### src/gfc_pkg.sv
`default_nettype none
package gfc_pkg;

  localparam int MaxCanvasWidth  = 256;
  localparam int MaxCanvasHeight = 256;
  localparam int PaletteEntries  = 256;

  localparam logic [8:0] CanvasWidthReset  = 9'd256;
  localparam logic [8:0] CanvasHeightReset = 9'd256;

  // function codes
  localparam logic [2:0] FUNC_LOAD    = 3'd0;
  localparam logic [2:0] FUNC_BEGIN   = 3'd1;
  localparam logic [2:0] FUNC_PIXEL   = 3'd2;
  localparam logic [2:0] FUNC_READ    = 3'd3;
  localparam logic [2:0] FUNC_DISPOSE = 3'd4;

  // disposal modes
  localparam logic [2:0] DISP_CLEAR   = 3'd2;
  localparam logic [2:0] DISP_RESTORE = 3'd3;

  // configuration register indexes
  localparam logic [0:0] REG_SCREEN_WIDTH  = 1'd0;
  localparam logic [0:0] REG_SCREEN_HEIGHT = 1'd1;

  typedef enum logic [3:0] {
    ST_INIT,
    ST_IDLE,
    ST_EXEC,
    ST_READ,
    ST_BACKUP_RD,
    ST_BACKUP_WR,
    ST_RESTORE_RD,
    ST_RESTORE_WR,
    ST_CLEAR,
    ST_OUT
  } state_t;

  // controller to datapath
  typedef struct packed {
    logic take_item;
    logic exec;
    logic read_issue;
    logic read_load;
    logic sweep_start;
    logic sweep_step;
    logic init_wr;
    logic backup_rd;
    logic backup_wr;
    logic restore_rd;
    logic restore_wr;
    logic clear_wr;
    logic out_load;
  } gfc_cmd_t;

  // datapath to controller
  typedef struct packed {
    logic [2:0] func;
    logic [2:0] dispose_mode;
    logic       sweep_last;
    logic       clear_empty;
  } gfc_stat_t;

endpackage
`default_nettype wire

### src/gfc_ctrl.sv
`default_nettype none
module gfc_ctrl
  import gfc_pkg::*;
(
  input  wire logic      clk,
  input  wire logic      rst,
  input  wire logic      s_tvalid,
  output logic           s_tready,
  input  wire logic      m_tready,
  output logic           m_tvalid,
  input  wire gfc_stat_t stat,
  output gfc_cmd_t       cmd
);

  state_t state, state_next;
  logic   out_full;

  // state register and output flag
  always_ff @(posedge clk) begin
    if (rst) begin
      state    <= ST_INIT;
      out_full <= 1'b0;
    end else begin
      state <= state_next;
      if (cmd.out_load) out_full <= 1'b1;
      else if (m_tready) out_full <= 1'b0;
    end
  end

  assign m_tvalid = out_full;

  // next state
  always_comb begin
    state_next = state;
    case (state)
      ST_INIT:  if (stat.sweep_last) state_next = ST_IDLE;
      ST_IDLE:  if (s_tvalid) state_next = ST_EXEC;
      ST_EXEC: begin
        case (stat.func)
          FUNC_READ: state_next = ST_READ;
          FUNC_BEGIN:
            state_next = (stat.dispose_mode == DISP_RESTORE) ? ST_BACKUP_RD : ST_OUT;
          FUNC_DISPOSE: begin
            if (stat.dispose_mode == DISP_RESTORE) state_next = ST_RESTORE_RD;
            else if (stat.dispose_mode == DISP_CLEAR && !stat.clear_empty)
              state_next = ST_CLEAR;
            else state_next = ST_OUT;
          end
          default: state_next = ST_OUT;
        endcase
      end
      ST_READ:       state_next = ST_OUT;
      ST_BACKUP_RD:  state_next = ST_BACKUP_WR;
      ST_BACKUP_WR:  state_next = stat.sweep_last ? ST_OUT : ST_BACKUP_RD;
      ST_RESTORE_RD: state_next = ST_RESTORE_WR;
      ST_RESTORE_WR: state_next = stat.sweep_last ? ST_OUT : ST_RESTORE_RD;
      ST_CLEAR:      if (stat.sweep_last) state_next = ST_OUT;
      ST_OUT:        if (!out_full || m_tready) state_next = ST_IDLE;
      default:       state_next = ST_INIT;
    endcase
  end

  // command outputs
  always_comb begin
    cmd = '0;
    s_tready = 1'b0;
    case (state)
      ST_INIT: cmd.init_wr = 1'b1;
      ST_IDLE: begin
        s_tready = 1'b1;
        cmd.take_item = s_tvalid;
        cmd.sweep_start = s_tvalid;
      end
      ST_EXEC: begin
        cmd.exec = 1'b1;
        cmd.read_issue = (stat.func == FUNC_READ);
      end
      ST_READ:       cmd.read_load = 1'b1;
      ST_BACKUP_RD:  cmd.backup_rd = 1'b1;
      ST_BACKUP_WR: begin
        cmd.backup_wr = 1'b1;
        cmd.sweep_step = 1'b1;
      end
      ST_RESTORE_RD: cmd.restore_rd = 1'b1;
      ST_RESTORE_WR: begin
        cmd.restore_wr = 1'b1;
        cmd.sweep_step = 1'b1;
      end
      ST_CLEAR: begin
        cmd.clear_wr = 1'b1;
        cmd.sweep_step = 1'b1;
      end
      ST_OUT:  cmd.out_load = !out_full || m_tready;
      default: cmd = '0;
    endcase
  end

endmodule
`default_nettype wire

### config.mk
export PLATFORM = sky130hd
export DESIGN_NAME = gfc_ctrl
export DESIGN_NICKNAME = d
export VERILOG_FILES = /design/src/gfc_pkg.sv /design/src/gfc_ctrl.sv
export SDC_FILE = /design/constraint.sdc
export NUM_CORES = 1
export LEC_CHECK = 0
export ABC_AREA = 1
export BUFFER_PORTS_ARGS = -buffer_cell sky130_fd_sc_hd__buf_2
export CORE_AREA = 10 10 47 49
export DETAILED_ROUTE_END_ITERATION = 12
export DIE_AREA = 0 0 57 59
export PLACE_DENSITY_LB_ADDON = 0.2
export REMOVE_ABC_BUFFERS = 1
export SKIP_LAST_GASP = 1
export SLEW_MARGIN = 20
export SYNTH_ARGS = -nofsm -noshare
export SYNTH_HDL_FRONTEND = slang
export SYNTH_SLANG_ARGS = --single-unit
export TNS_END_PERCENT = 30
### constraint.sdc
create_clock -name clk -period 1.7 [get_ports clk]
set_clock_uncertainty 0.1 [all_clocks]
set_input_delay 0.17 -clock clk [delete_from_list [all_inputs] [get_ports clk]]
set_output_delay 0.17 -clock clk [all_outputs]
set_load 0.01 [all_outputs]
Yosys cells after proc, flatten, opt, wreduce, memory -nomap -nowiden
Cells that the tools add are included.

storage, ports and cells
  register bits = 5
  output and inout port bits = 15
  word-level logic and storage cells = 53

cells by class
  mux-type cells = 25
  reduce and logical (&&, ||, !) cells = 8
  eq/ne operators = 18

operators by type and width
  kind                number
  $pmux 4 s10         1
  $mux 4              8
  $eq 4x3->1 const B  4
  $mux 1              14
  $pmux 4 s3          1
  $eq 3x2->1 const B  3
  $eq 4x2->1 const B  2
  $eq 4x4->1 const B  2
  $ne 2x2->1 const B  4
  $eq 4x1->1 const B  1
  $logic_not 4->1     1
  $reduce_and 4->1    1
  $eq 3x1->1 const B  1
  $eq 3x3->1 const B  1
  $reduce_or 3->1     1
  $logic_not 1->1     2
  $mux 2              1
  $reduce_bool 2->1   1
  $logic_and 1x1->1   1
  $logic_or 1x1->1    1

Depth between registers and ports, before layout
  word-level depth = 6
  gate-level depth with buffers = 9

Least setup slack after synthesis
No wires, ideal clock.

  path type = register to output
  from = register state[0]
  to = output port cmd[12] (netlist name)
  setup slack = 297 ps
  buffers on the path = 1
  data required time = 1430 ps
  arrival time = 1133 ps
  cell stages (with the launch flop) = 4
  path through = dfxtp_1 nand2_4 nor3_1 buf_4

RTL lines
  what                    line            text
  start, declared         gfc_ctrl.sv:15  state_t state, state_next;
  start signal, assigned  gfc_ctrl.sv:24  state <= state_next;
  end, declared           gfc_ctrl.sv:12  output gfc_cmd_t cmd

==> metrics.csv <==
metric,value,unit
CP required,1430,ps
Slowest cell on crit path,dfxtp_1,
row cnt,14,
WP data arrival,1290,ps
Clock Sinks,5,
hpwl dp,1310,µm
CTS Buf Count,3,
Placed Cells,138,
CTS tree,yes,
Ant. Diodes,0,
CP Class,reg -> out,
post-synth top area share,19.3,%
Final Critical Period,1560,ps
WL per Instance,10.1,µm
fin util,50.1,%
post-route ant nets,0,
largest net degree at the start of global routing,7,
register area share after synthesis,19.3,%
Post-Syn Area,518,µm²
status,"finished, final reports clean",
Max-slew headroom,78.1,%
P_leak,0.435,nW
Yosys cell types,18,
1st-iter DRT viols,11,
PwrDens,824,nW/µm²
Die W,57,µm
clock slew at reported path FFs,40,ps
"Slew Viols, Final",0,
global-route wire length before repair,2390,µm
CTS H-tree lvls,1,
Post-Route WL,1450,µm
share of cells above drive strength 1,32.0,%
worst hold slack,60.9,ps
io pins,27,
grt ovf,0,
RSZ-0062 raised after global routing,false,
final setup vio count,0,
setup TNS,0,ps
Hold Path Class,in -> reg,
non-filler instance count after layout,144,
VDD IR max,439,µV
Tot GR Track Use,8.48,%
Synth warnings,0,
number of global-route vias before repair,606,
Worst Setup Start Kind,register,
Placer Congestion,0.868,
Pre-Repair DR Iteration Count,4,
worst-margin pin slew,329,ps
fin crit share,91.9,%
vias post-DR,655,
core area,1400,µm²
CP Max Fanout,4,
Syn Inst Count,97,
Max-Cap Viols,0,
CP Buf/Inv Count,3,
Starting Density,37.0,%
post-layout net count,141,
die area,3360,µm²
DR vias/cell,4.55,
deepest clock path buffer count,2,
Syn Area/Cell,5.34,µm²
port bufs,26,
Worst-Skew Late Latency,240,ps
most frequent cells in the layout,"buf_2, nand2_1, inv_1",
crit-path cells,"nor2_2, inv_2, nor3_4, nand2_1, inv_1, buf_2",
Critical Path Max Stage Delay,330,ps
Top Family by Delay on Critical Path,simple AND/OR/NAND/NOR gates,
Fmax achieved,640,MHz
root buffer cell,clkbuf_4,
Fin. Hold Viols,0,
Synth Register Bits,5,
initial antenna violation count,0,
largest cells by area after synthesis,"dfxtp_1, nand2_1, inv_1",
Die Y,59,µm
"commonest non-fill, non-tap cell in the layout",buf_2,
drt drc,0,
critical path capture point type,primary output,
Syn-to-layout area delta,35.5,%
Yosys top cell by area,dfxtp_1,
-- final timing paths --
kind / end / slack, ps / cells past startpoint / start
setup / recovery: cmd[10] / 140 / 6 / state[3]
hold / removal: state[1] / 60 / 2 / rst
setup reg to reg: state[0] / 210 / 9 / state[3]
hold reg to reg: state[3] / 420 / 2 / state[3]
-- registers in the layout, summed over array words and instances, names as in the netlist --
name and flops:
state 4, m_tvalid 1
-- area by class of cell --
cell class / count / area [µm²]
fill: 164 / 699
multi-input combinational: 68 / 324
timing repair buffer: 28 / 145
sequential: 5 / 100
inverter: 23 / 86.3
clock buffer: 4 / 26.3
tap: 16 / 20.0
-- power breakdown --
part	leakage, nW	total [W]	internal, W	switching (W)
sequential	0.0407	0.000160	0.000132	0.0000276
clock	0.0150	0.000133	0.0000885	0.0000447
combinational	0.379	0.000285	0.000113	0.000172
total	0.435	0.000579	0.000334	0.000245
-- routing by layer --
layer	GRT usage, %	vias to the layer above	part of all wire, %
met3	4.72	2	11
met4	2.01	0	0.69
met1	8.46	273	41
met2	15.0	21	48
met5	0	-	0
li1	-	359	-
-- cells by family (layout without fill, tap and decap cells) --
family          count (synthesis)  count (layout)  share of synthesized area (%)
compound gates                  6               6                           5.80
buf+inv                        24              55                           18.1
flops                           5               5                           19.3
simple gates                   62              62                           56.8
-- synthesized netlist by cell type, drive strengths merged --
| master | n |
|---|---|
| a21oi | 3 |
| buf | 1 |
| dfxtp | 5 |
| inv | 23 |
| nand2 | 26 |
| nand3 | 10 |
| nand3b | 1 |
| nand4 | 2 |
| nor2 | 20 |
| nor3 | 3 |
| o21ai | 3 |
-- metrics by stage --
| step | cell area, µm² | total power [W] | worst slack (ps) |
|---|---|---|---|
| 3_5_place_dp | 661 | 0.000443 | 331 |
| 6_report | 702 | 0.000579 | 138 |
| 2_1_floorplan | 510 | 0.000355 | 347 |
| 3_3_place_gp | 661 | 0.000440 | 358 |
| 4_1_cts | 687 | 0.000583 | 70.9 |
| 5_1_grt | 702 | 0.000634 | 1.57 |
-- repair_timing --
item	CTS	global route
endpoints found under the setup margin	0	1
hold buffers	0	0
resized for setup	0	0
buffers inserted	0	2
No activity file was read; power rests on OpenSTA's default activity.
